<file path="src/ple_pkg.sv">
`timescale 1ns / 1ps
`default_nettype none
package ple_pkg;

  localparam int unsigned CMD_W   = 2;
  localparam int unsigned POS_W   = 7;
  localparam int unsigned WORD_W  = 32;
  localparam int unsigned COUNT_W = 7;

  typedef enum logic [CMD_W-1:0] {
    CMD_INSERT = 2'd0,
    CMD_REMOVE = 2'd1,
    CMD_READ   = 2'd2,
    CMD_MODIFY = 2'd3
  } cmd_t;

  typedef enum logic [4:0] {
    S_IDLE  = 5'b00001,
    S_UP    = 5'b00010,
    S_DOWN  = 5'b00100,
    S_WRITE = 5'b01000,
    S_DONE  = 5'b10000
  } state_t;

  localparam logic [WORD_W-1:0] NO_WORD = '1;

endpackage
`default_nettype wire

</file>
<file path="src/positional_list_engine_unit.sv">
`timescale 1ns / 1ps
`default_nettype none
// a refused insert goes straight to the result; modify writes the word in place; read
// fetches the word; remove fetches it, then moves each later entry down; insert moves each
// later entry up, top first, then writes the word; one memory move per cycle
// a new item is taken only once the last one is through; the result sits in an
// output register so the next item is taken while it waits
// reset (rst, synchronous): list empty, no result pending; stored words are not cleared
module positional_list_engine_unit #(
  parameter int unsigned CAPACITY = 64
) (
  input  wire logic        clk,
  input  wire logic        rst,
  input  wire logic        s_tvalid,
  output logic             s_tready,
  input  wire logic [47:0] s_tdata,  // cmd[1:0], position[8:2], word_in[40:9], zero pad
  output logic             m_tvalid,
  input  wire logic        m_tready,
  output logic [47:0] m_tdata        // word_out[31:0], word_valid[32], entry_count[39:33],
                                     // refused[40], zero pad
);
  import ple_pkg::*;

  localparam int unsigned AW   = (CAPACITY > 1) ? $clog2(CAPACITY) : 1;
  localparam int unsigned CW   = $clog2(CAPACITY + 1);
  localparam int unsigned CMPW = (CW > POS_W - 1) ? CW : POS_W - 1;

  logic [WORD_W-1:0] mem [CAPACITY];
  logic [WORD_W-1:0] mem_rdata;
  logic              mem_we;
  logic [AW-1:0]     mem_waddr;
  logic [AW-1:0]     mem_raddr;
  logic [WORD_W-1:0] mem_wdata;

  state_t            state;
  cmd_t              op;
  logic [CW-1:0]     count;
  logic [CW-1:0]     rd_ptr;
  logic [CW-1:0]     lim;
  logic [AW-1:0]     idx;
  logic [AW-1:0]     wr_addr;
  logic              pend;
  logic              pend_cap;
  logic [WORD_W-1:0] word;
  logic [WORD_W-1:0] res_word;
  logic              res_valid;
  logic              res_refused;

  logic [WORD_W-1:0]  m_word;
  logic               m_valid_bit;
  logic [COUNT_W-1:0] m_count;
  logic               m_refused;

  cmd_t              in_cmd;
  logic [POS_W-1:0]  in_pos;
  logic [WORD_W-1:0] in_word;
  logic              pos_ok;
  logic [AW-1:0]     pos_idx;
  logic [AW-1:0]     tail_idx;
  logic [AW-1:0]     clamp_idx;

  assign in_cmd  = cmd_t'(s_tdata[1:0]);
  assign in_pos  = s_tdata[8:2];
  assign in_word = s_tdata[40:9];

  assign pos_ok    = !in_pos[POS_W-1] && (CMPW'(in_pos[POS_W-2:0]) < CMPW'(count));
  assign pos_idx   = AW'(in_pos[POS_W-2:0]);
  assign tail_idx  = AW'(count - CW'(1));
  assign clamp_idx = in_pos[POS_W-1] ? '0 : (pos_ok ? pos_idx : tail_idx);

  assign s_tready = (state == S_IDLE);
  assign m_tdata  = {7'd0, m_refused, m_count, m_valid_bit, m_word};

  // memory port control
  always_comb begin
    mem_we    = 1'b0;
    mem_waddr = wr_addr;
    mem_wdata = mem_rdata;
    mem_raddr = AW'(rd_ptr);
    case (state)
      S_UP: begin
        mem_we    = pend;
        mem_raddr = AW'(rd_ptr - CW'(1));
      end
      S_DOWN: begin
        mem_we = pend && !pend_cap;
      end
      S_WRITE: begin
        mem_we    = 1'b1;
        mem_waddr = idx;
        mem_wdata = word;
      end
      default: begin
        mem_we = 1'b0;
      end
    endcase
  end

  always_ff @(posedge clk) begin
    if (mem_we) begin
      mem[mem_waddr] <= mem_wdata;
    end
    mem_rdata <= mem[mem_raddr];
  end

  always_ff @(posedge clk) begin
    if (rst) begin
      state    <= S_IDLE;
      count    <= '0;
      pend     <= 1'b0;
      m_tvalid <= 1'b0;
    end else begin
      if (m_tvalid && m_tready && state != S_DONE) begin
        m_tvalid <= 1'b0;
      end
      case (state)
        S_IDLE: begin
          if (s_tvalid) begin
            op          <= in_cmd;
            word        <= in_word;
            res_word    <= NO_WORD;
            res_valid   <= 1'b0;
            res_refused <= 1'b0;
            pend        <= 1'b0;
            pend_cap    <= 1'b0;
            case (in_cmd)
              CMD_INSERT: begin
                if (count == CW'(CAPACITY)) begin
                  res_refused <= 1'b1;
                  state       <= S_DONE;
                end else begin
                  idx    <= pos_ok ? pos_idx : AW'(count);
                  rd_ptr <= count;
                  state  <= S_UP;
                end
              end
              CMD_REMOVE: begin
                if (count == '0) begin
                  state <= S_DONE;
                end else begin
                  idx    <= pos_ok ? pos_idx : tail_idx;
                  rd_ptr <= pos_ok ? CW'(pos_idx) : CW'(tail_idx);
                  lim    <= count;
                  state  <= S_DOWN;
                end
              end
              CMD_READ: begin
                if (count == '0) begin
                  state <= S_DONE;
                end else begin
                  idx    <= clamp_idx;
                  rd_ptr <= CW'(clamp_idx);
                  lim    <= CW'(clamp_idx) + CW'(1);
                  state  <= S_DOWN;
                end
              end
              CMD_MODIFY: begin
                if (count == '0) begin
                  state <= S_DONE;
                end else begin
                  idx   <= clamp_idx;
                  state <= S_WRITE;
                end
              end
              default: begin
                state <= S_DONE;
              end
            endcase
          end
        end
        // shift entries up, one move per cycle, top first
        S_UP: begin
          if (rd_ptr > CW'(idx)) begin
            pend    <= 1'b1;
            wr_addr <= AW'(rd_ptr);
            rd_ptr  <= rd_ptr - CW'(1);
          end else begin
            pend <= 1'b0;
            if (!pend) begin
              state <= S_WRITE;
            end
          end
        end
        // fetch the word at idx, then close the gap for remove
        S_DOWN: begin
          if (pend && pend_cap) begin
            res_word  <= mem_rdata;
            res_valid <= 1'b1;
          end
          if (rd_ptr < lim) begin
            pend     <= 1'b1;
            pend_cap <= (rd_ptr == CW'(idx));
            wr_addr  <= AW'(rd_ptr - CW'(1));
            rd_ptr   <= rd_ptr + CW'(1);
          end else begin
            pend <= 1'b0;
            if (!pend) begin
              if (op == CMD_REMOVE) begin
                count <= count - CW'(1);
              end
              state <= S_DONE;
            end
          end
        end
        S_WRITE: begin
          if (op == CMD_INSERT) begin
            count <= count + CW'(1);
          end
          state <= S_DONE;
        end
        S_DONE: begin
          if (!m_tvalid || m_tready) begin
            m_tvalid    <= 1'b1;
            m_word      <= res_word;
            m_valid_bit <= res_valid;
            m_count     <= COUNT_W'(count);
            m_refused   <= res_refused;
            state       <= S_IDLE;
          end
        end
        default: begin
          state <= S_IDLE;
        end
      endcase
    end
  end

endmodule
`default_nettype wire

</file>
<file path="config.mk">
export PLATFORM = sky130hd
export DESIGN_NAME = positional_list_engine_unit
export DESIGN_NICKNAME = d
export VERILOG_FILES = /design/src/ple_pkg.sv /design/src/positional_list_engine_unit.sv
export SDC_FILE = /design/constraint.sdc
export NUM_CORES = 2
export LEC_CHECK = 0
export BUFFER_PORTS_ARGS = -buffer_cell sky130_fd_sc_hd__buf_2
export CORE_MARGIN = 1.5
export CORE_UTILIZATION = 30
export CTS_BUF_LIST = sky130_fd_sc_hd__clkbuf_8 sky130_fd_sc_hd__clkbuf_16
export DETAILED_ROUTE_END_ITERATION = 8
export PLACE_DENSITY_LB_ADDON = 0.12
export REMOVE_ABC_BUFFERS = 1
export SLEW_MARGIN = 30
export SYNTH_ARGS = -nofsm -noshare
export SYNTH_HDL_FRONTEND = slang
export SYNTH_SLANG_ARGS = --single-unit
</file>
<file path="constraint.sdc">
create_clock -name clk -period 10.7 [get_ports clk]
set_clock_uncertainty 0.1 [all_clocks]
set_input_delay 0 -clock clk [delete_from_list [all_inputs] [get_ports clk]]
set_output_delay 0 -clock clk [all_outputs]
set_load 0.02 [all_outputs]
</file>
Word-level counts from Yosys, hierarchy flattened
Memories as Yosys holds them, arrays and structs flattened. A register that Yosys moved wholly into a read port is not among the register bits.
Index checks and enable logic that the tools add are counted.
{"block": "classes", "n_addsub": 5, "n_lt_le_gt_ge": 3, "n_eq_ne": 31, "n_mux": 59, "n_bitwise": 1, "n_reduce_logical": 30}
{"operator": "32-bit 2-to-1 mux", "n": 3}
{"operator": "7-bit 2-to-1 mux", "n": 12}
{"operator": "6-bit 2-to-1 mux", "n": 11}
{"operator": "32-bit case mux with 2 select lines", "n": 1}
{"operator": "5-bit 2-to-1 mux", "n": 9}
{"operator": "7-bit case mux with 3 select lines", "n": 2}
{"operator": "2-bit != test, second input constant", "n": 15}
{"operator": "7-bit case mux with 2 select lines", "n": 2}
{"operator": "5-bit case mux with 5 select lines", "n": 1}
{"operator": "6-bit case mux with 3 select lines", "n": 1}
{"operator": "6-bit AND reduction", "n": 3}
{"operator": "5-bit case mux with 3 select lines", "n": 1}
{"operator": "7-bit by 1-bit adder with 7-bit output, second input constant", "n": 2}
{"operator": "7-bit by 1-bit subtractor with 7-bit output, second input constant", "n": 2}
{"operator": "6-bit case mux with 2 select lines", "n": 1}
{"operator": "4-bit AND reduction", "n": 3}
{"operator": "1-bit 2-to-1 mux", "n": 11}
{"operator": "3-bit != test, second input constant", "n": 3}
{"operator": "9-bit AND reduction", "n": 1}
{"operator": "2-bit nonzero test", "n": 4}
{"operator": "6-bit by 1-bit adder with 7-bit output, second input constant", "n": 1}
{"operator": "7-bit by 6-bit == test with 1-bit output", "n": 1}
{"operator": "7-bit == test, second input constant", "n": 1}
{"operator": "7-bit by 6-bit > comparator with 1-bit output", "n": 1}
{"operator": "other kinds (24)", "n": 37}
{"block": "word_totals", "register_bits": 150, "ram_bits": 2048, "input_bits": 52, "out_inout_bits": 50, "mem_count": 1}
{"name": "mem", "depth": 64, "width": 32, "rd": 1, "rd_ports_with_merged_regs": 1, "write_ports": 1, "line_no": "positional_list_engine_unit.sv:28", "text": "logic [WORD_W-1:0] mem [CAPACITY];"}

Depth between registers and ports, before layout
{"block": "depth", "ltp_word": 8, "ltp_mapped": 18, "depth_no_buf": 12}

Least setup slack after synthesis
No wires, ideal clock.
{"block": "synth_path", "path_kind": "flip-flop to flip-flop", "from": "register state[4]", "to": "register mem_rdata[10] (read register of mem)", "setup_ps": 119, "arrival_time_ps": 3953, "setup_slack_ps": 6528, "path_stages_with_launch": 16, "period_less_slack_ps": 4172, "cell_sequence": "dfxtp_1 -> nor3_2 -> nand2_1 -> inv_2 -> clkbuf_1 -> clkbuf_1 -> ha_1 -> buf_2 -> clkbuf_1 -> clkbuf_1 -> clkbuf_1 -> mux4_2 -> nand2_1 -> o211ai_1 -> o32a_1 -> o221a_2"}
{"block": "synth_via", "elab_chain_len": 2}
{"item": "start: declaration", "line_no": "positional_list_engine_unit.sv:35", "text": "state_t state;"}
{"item": "start signal: assignment", "line_no": "positional_list_engine_unit.sv:108", "text": "state <= S_IDLE;"}
{"item": "start signal: assignment", "line_no": "positional_list_engine_unit.sv:130", "text": "state <= S_DONE;"}
{"item": "start signal: assignment", "line_no": "positional_list_engine_unit.sv:134", "text": "state <= S_UP;"}
{"item": "5-bit by 2-bit == test with 1-bit output", "line_no": "positional_list_engine_unit.sv:80", "text": "case (state)"}
{"item": "6-bit 2-to-1 mux", "line_no": "positional_list_engine_unit.sv:80"}
{"item": "end: declaration", "line_no": "positional_list_engine_unit.sv:29", "text": "logic [WORD_W-1:0] mem_rdata;"}
No other way between the ends.
A chain may end at the register's enable or synchronous reset.

Final worst setup path
{"block": "layout_path", "from": "register state[4]", "to": "register mem_rdata[2] (read register of mem)"}
The elaborated chain is that of the path after synthesis.

==> flow_summary.html <==
<table>
<tr><th>Metric</th><th>Value</th></tr>
<tr><th colspan="2">Route</th></tr>
<tr><td>Vias</td><td>53,688</td></tr>
<tr><td>DRC violation count after routing</td><td>0</td></tr>
<tr><td>Via-per-instance ratio</td><td>5.31</td></tr>
<tr><td>Wire length per cell after detailed routing</td><td>29.9 um</td></tr>
<tr><td>Number of search-and-repair iterations in the first detailed-routing pass</td><td>8</td></tr>
<tr><td>ANT nets after route</td><td>0</td></tr>
<tr><td>Wire length after detailed routing</td><td>302 mm</td></tr>
<tr><td>Drt initial violations</td><td>slightly above 5,000</td></tr>
<tr><th colspan="2">Logic synthesis</th></tr>
<tr><td>Post-synth top area share</td><td>73.2%</td></tr>
<tr><td>Warnings, synthesis</td><td>0</td></tr>
<tr><td>Cell variety after synth</td><td>87</td></tr>
<tr><td>Post-synthesis cell count</td><td>roughly 5,800</td></tr>
<tr><td>Library cell occupying the most area in the post-synthesis netlist</td><td>edfxtp_1</td></tr>
<tr><td>Count of flip-flops with a built-in enable after synthesis</td><td>between 2,000 and 2,500</td></tr>
<tr><td>Mapped cell area</td><td>between 80,000 and 90,000 um2</td></tr>
<tr><td>Average footprint of a synthesized cell</td><td>15.6 um2</td></tr>
<tr><td>Commonest register cell after synthesis</td><td>edfxtp_1</td></tr>
<tr><td>Proportion of synthesized flip-flops having asynchronous set or reset</td><td>0%</td></tr>
<tr><td>Top post-synthesis cells by area</td><td>edfxtp_1 (73%), mux4_2 (4.4%), nand2_1 (2.9%)</td></tr>
<tr><td>Register bit count reported by yosys</td><td>2,230</td></tr>
<tr><td>Share of synthesized area occupied by flip-flops and latches</td><td>74.2%</td></tr>
<tr><th colspan="2">Place</th></tr>
<tr><td>Post-place instance area</td><td>95,700 um2</td></tr>
<tr><td>Total instance count after detailed placement</td><td>9,565</td></tr>
<tr><td>I/O Buffers</td><td>87</td></tr>
<tr><td>Sum of net half-perimeters after detailed placement</td><td>166 mm</td></tr>
<tr><td>Placer's final routability congestion estimate</td><td>between 0.7 and 0.8</td></tr>
<tr><th colspan="2">Setup path</th></tr>
<tr><td>Peak fanout along the critical path</td><td>170</td></tr>
<tr><td>Data required time at the worst endpoint</td><td>approximately 11,000 ps</td></tr>
<tr><td>Reg2reg path depth</td><td>13</td></tr>
<tr><td>Critical Path End Type</td><td>flip-flop</td></tr>
<tr><td>Reg2reg end</td><td>mem_rdata[2]$_DFF_P_</td></tr>
<tr><td>Source of the worst register-to-register timing path</td><td>state[4]$_SDFFE_PP0P_</td></tr>
<tr><td>Flop-to-flop setup slack</td><td>4910 ps</td></tr>
<tr><td>Data arrival time of the critical path</td><td>6470 ps</td></tr>
<tr><td>Critical path class</td><td>flip-flop to flip-flop</td></tr>
<tr><td>Crit path launch type</td><td>flip-flop</td></tr>
<tr><th colspan="2">Global routing</th></tr>
<tr><td>Global-route layer with the greatest usage</td><td>met2</td></tr>
<tr><td>Met1 Usage GRT</td><td>29.2%</td></tr>
<tr><td>Largest net degree at the start of global routing</td><td>171</td></tr>
<tr><td>Met2 GRT Util</td><td>30.7%</td></tr>
<tr><td>Remaining global-route overflow</td><td>0</td></tr>
<tr><td>Number of global-route vias before repair</td><td>around 53,000</td></tr>
<tr><td>Antenna violations before repair</td><td>21</td></tr>
<tr><td>Global-route wire length before repair</td><td>between 400 and 500 mm</td></tr>
<tr><td>GRT Util Overall</td><td>19.7%</td></tr>
<tr><td>GR Util met3</td><td>2.39%</td></tr>
<tr><th colspan="2">Timing</th></tr>
<tr><td>Tcrit/Tclk final</td><td>roughly 54%</td></tr>
<tr><td>Worst slew margin relative to its limit</td><td>28.6%</td></tr>
<tr><td>Final hold violation count</td><td>0</td></tr>
<tr><td>Post-route minimum period</td><td>~5800 ps</td></tr>
<tr><td>Count of final setup violators</td><td>0</td></tr>
<tr><td>Transition at the pin with the smallest max-transition slack</td><td>roughly 1100 ps</td></tr>
<tr><td>RSZ-0062 raised after global routing</td><td>false</td></tr>
<tr><td>Number of pins exceeding their max-slew limit in the final report</td><td>0</td></tr>
<tr><td>Max frequency</td><td>173 MHz</td></tr>
<tr><th colspan="2">Cells and area</th></tr>
<tr><td>Count of nets after finishing</td><td>around 6,000</td></tr>
<tr><td>Post-route non-filler standard cell count</td><td>between 10,000 and 15,000</td></tr>
<tr><td>Util after Layout</td><td>a little over a third</td></tr>
<tr><td>Final std cell area, no fill</td><td>105,000 um2</td></tr>
<tr><td>Proportion of layout cells with a drive suffix above 1</td><td>17.1%</td></tr>
<tr><td>Layout area overhead</td><td>16.6%</td></tr>
<tr><th colspan="2">Die</th></tr>
<tr><td>Overall die width</td><td>roughly 550 um</td></tr>
<tr><td>Vert. Die Dim</td><td>550 um</td></tr>
<tr><td>Overall die area</td><td>just over 300,000 um2</td></tr>
<tr><td>Top-Level Pins</td><td>between 100 and 150</td></tr>
<tr><td>Placeable core region</td><td>297,000 um2</td></tr>
<tr><td>Effective utilization at floorplan</td><td>30.2%</td></tr>
<tr><td>Number of rows created at floorplan</td><td>200</td></tr>
<tr><th colspan="2">Power and ir drop</th></tr>
<tr><td>Lkg Pwr</td><td>33.4 nW</td></tr>
<tr><td>Max VDD drop</td><td>between 0.1 and 0.15 mV</td></tr>
<tr><td>Post-route total power</td><td>19.5 mW</td></tr>
<tr><td>Power per cell area</td><td>186 nW/um2</td></tr>
<tr><th colspan="2">CTS</th></tr>
<tr><td>Level count of the clock H-tree</td><td>4</td></tr>
<tr><td>Clock Path Buffers</td><td>4</td></tr>
<tr><td>Clock sink count</td><td>2,230</td></tr>
<tr><td>Inserted Clock Buffers</td><td>243</td></tr>
<tr><td>Count of cells resized by post-cts repair</td><td>0</td></tr>
<tr><td>Insertion delay to the later sink of the worst-skew pair</td><td>920 ps</td></tr>
<tr><td>Root buffer cell</td><td>clkbuf_16</td></tr>
<tr><td>Buffers inserted during post-CTS setup optimization</td><td>0</td></tr>
<tr><td>Clock-pin slew on the worst setup and hold paths</td><td>roughly 60 ps</td></tr>
<tr><td>CTS tree</td><td>built</td></tr>
<tr><th colspan="2">Run status</th></tr>
<tr><td>Status</td><td>finished, final reports clean</td></tr>
<tr><th colspan="2">Hold path</th></tr>
<tr><td>Depth of the worst hold-timing path</td><td>3</td></tr>
<tr><td>Worst hold endpoint</td><td>count[2]$_SDFFE_PP0P_</td></tr>
<tr><td>Worst hold-check path type</td><td>primary input to flip-flop</td></tr>
<tr><td>Origin of the worst min-delay path</td><td>rst</td></tr>
<tr><th colspan="2">Job</th></tr>
<tr><td>Number of violations of the max-capacitance limit</td><td>0</td></tr>
</table>
## worst max path at each step
stage,start,slack [ps],end,depth (start not counted)
floorplan,state[1]$_SDFFE_PP0P_,-8000,mem_rdata[0]$_DFF_P_,9
global placement,state[4]$_SDFFE_PP0P_,4810,mem_rdata[14]$_DFF_P_,13
detailed placement,state[4]$_SDFFE_PP0P_,4870,mem_rdata[2]$_DFF_P_,13
CTS,state[4]$_SDFFE_PP0P_,4860,mem_rdata[8]$_DFF_P_,15
global route,state[4]$_SDFFE_PP0P_,4640,mem_rdata[10]$_DFF_P_,15
finish,state[4]$_SDFFE_PP0P_,4910,mem_rdata[2]$_DFF_P_,13
## cells in the mapped netlist (32+ instances only)
| cell type | n |
|---|---|
| nand2b_1 | 43 |
| edfxtp_1 | 2184 |
| nand3_1 | 392 |
| dfxtp_1 | 46 |
| a21oi_1 | 123 |
| and3_1 | 149 |
| nand4_1 | 49 |
| o211ai_1 | 46 |
| a31oi_1 | 79 |
| buf_2 | 93 |
| clkbuf_1 | 278 |
| mux2i_1 | 92 |
| nor3_1 | 139 |
| o21ai_0 | 267 |
| mux2_2 | 60 |
| a311oi_1 | 46 |
| a211o_1 | 41 |
| mux4_2 | 175 |
| nand2_1 | 691 |
| a22oi_1 | 43 |
| buf_1 | 33 |
| nor3b_1 | 58 |
| a211oi_1 | 52 |
| inv_1 | 32 |
| nor2_1 | 128 |
## flip-flops by register name (all words and copies together) (netlist names)
register,count
wr_addr,6
res_word,32
state,5
rd_ptr,7
res_refused,1
m_tvalid,1
pend,1
m_valid_bit,1
lim,7
pend_cap,1
m_refused,1
m_count,7
count,7
mem_rdata,32
res_valid,1
mem,2048
op,2
idx,6
m_word,32
word,32
## what timing repair did
action / CTS / global route
hold buffers: 94 / 0
endpoints found under the setup margin: 0 / 0
endpoints found under the hold margin: 161 / 0
## power breakdown
part	internal [mW]	switching [mW]	leakage, nW	total, mW
Clock	4.75	3.54	4.02	8.29
Combinational	0.337	0.969	9.42	1.31
Sequential	9.82	0.0402	20.0	9.86
Total	14.9	4.55	33.4	19.5
## area by class of cell
class	count	area (um2)
antenna	7	17.5
tap	3939	4930
sequential	2230	66500
fill	28137	193000
multi-input combinational	3073	22100
clock buffer	251	6200
timing repair buffer	383	3040
inverter	34	128
clock inverter	199	1590
## layer usage
layer | wire [um] | share of wire, %
met5 | 13 | 0.0043
met4 | 6470 | 2.1
met3 | 16300 | 5.4
met2 | 137000 | 45
met1 | 142000 | 47
## placed cells by master (no fill, tap or decap), types with 49 or more instances in the layout
cell,instances
clkbuf_16,244
clkinv_1,59
dlygate4sd3_1,94
mux2_2,60
nand4_1,49
nand3_1,389
o21ai_0,267
mux2i_1,92
a211oi_1,51
a31oi_1,78
mux4_2,175
inv_1,85
and3_1,146
nor2_1,52
edfxtp_1,2184
nand2_1,656
nor2_4,73
buf_2,87
buf_4,191
nor3b_1,58
a21oi_1,119
nor3_1,136
## metrics by stage
stage / TNS, ps / worst slack, ps / hold WS, ps
after floorplan: -251270 / -8000 / -30.9
after global placement: 0 / 4810 / 77.0
after detailed placement: 0 / 4870 / 78.8
after CTS: 0 / 4860 / 13.4
after global routing: 0 / 4640 / 104
final: 0 / 4910 / 78.8
## cells by family after synthesis
| family | count (synthesis) | share of synthesized area [%] |
|---|---|---|
| other cells | 1 | 0.00419 |
| xor+xnor | 17 | 0.166 |
| fa+ha+maj | 28 | 0.391 |
| mux | 327 | 6.18 |
| buf+inv | 462 | 2.20 |
| flops | 2230 | 74.2 |
| simple gates | 1710 | 9.10 |
| compound gates | 984 | 7.74 |
## worst max-delay path, stage by stage (launching register included)
cell	delay [ps]
dfxtp_1	360
nor3_4	190
buf_4	430
nand2_1	160
inv_2	70
buf_4	450
ha_4	730
buf_12	730
buf_12	470
mux4_2	580
nand2_1	140
o211ai_1	380
o32a_1	430
o221a_2	130
Power figures use the tool's default switching activity.
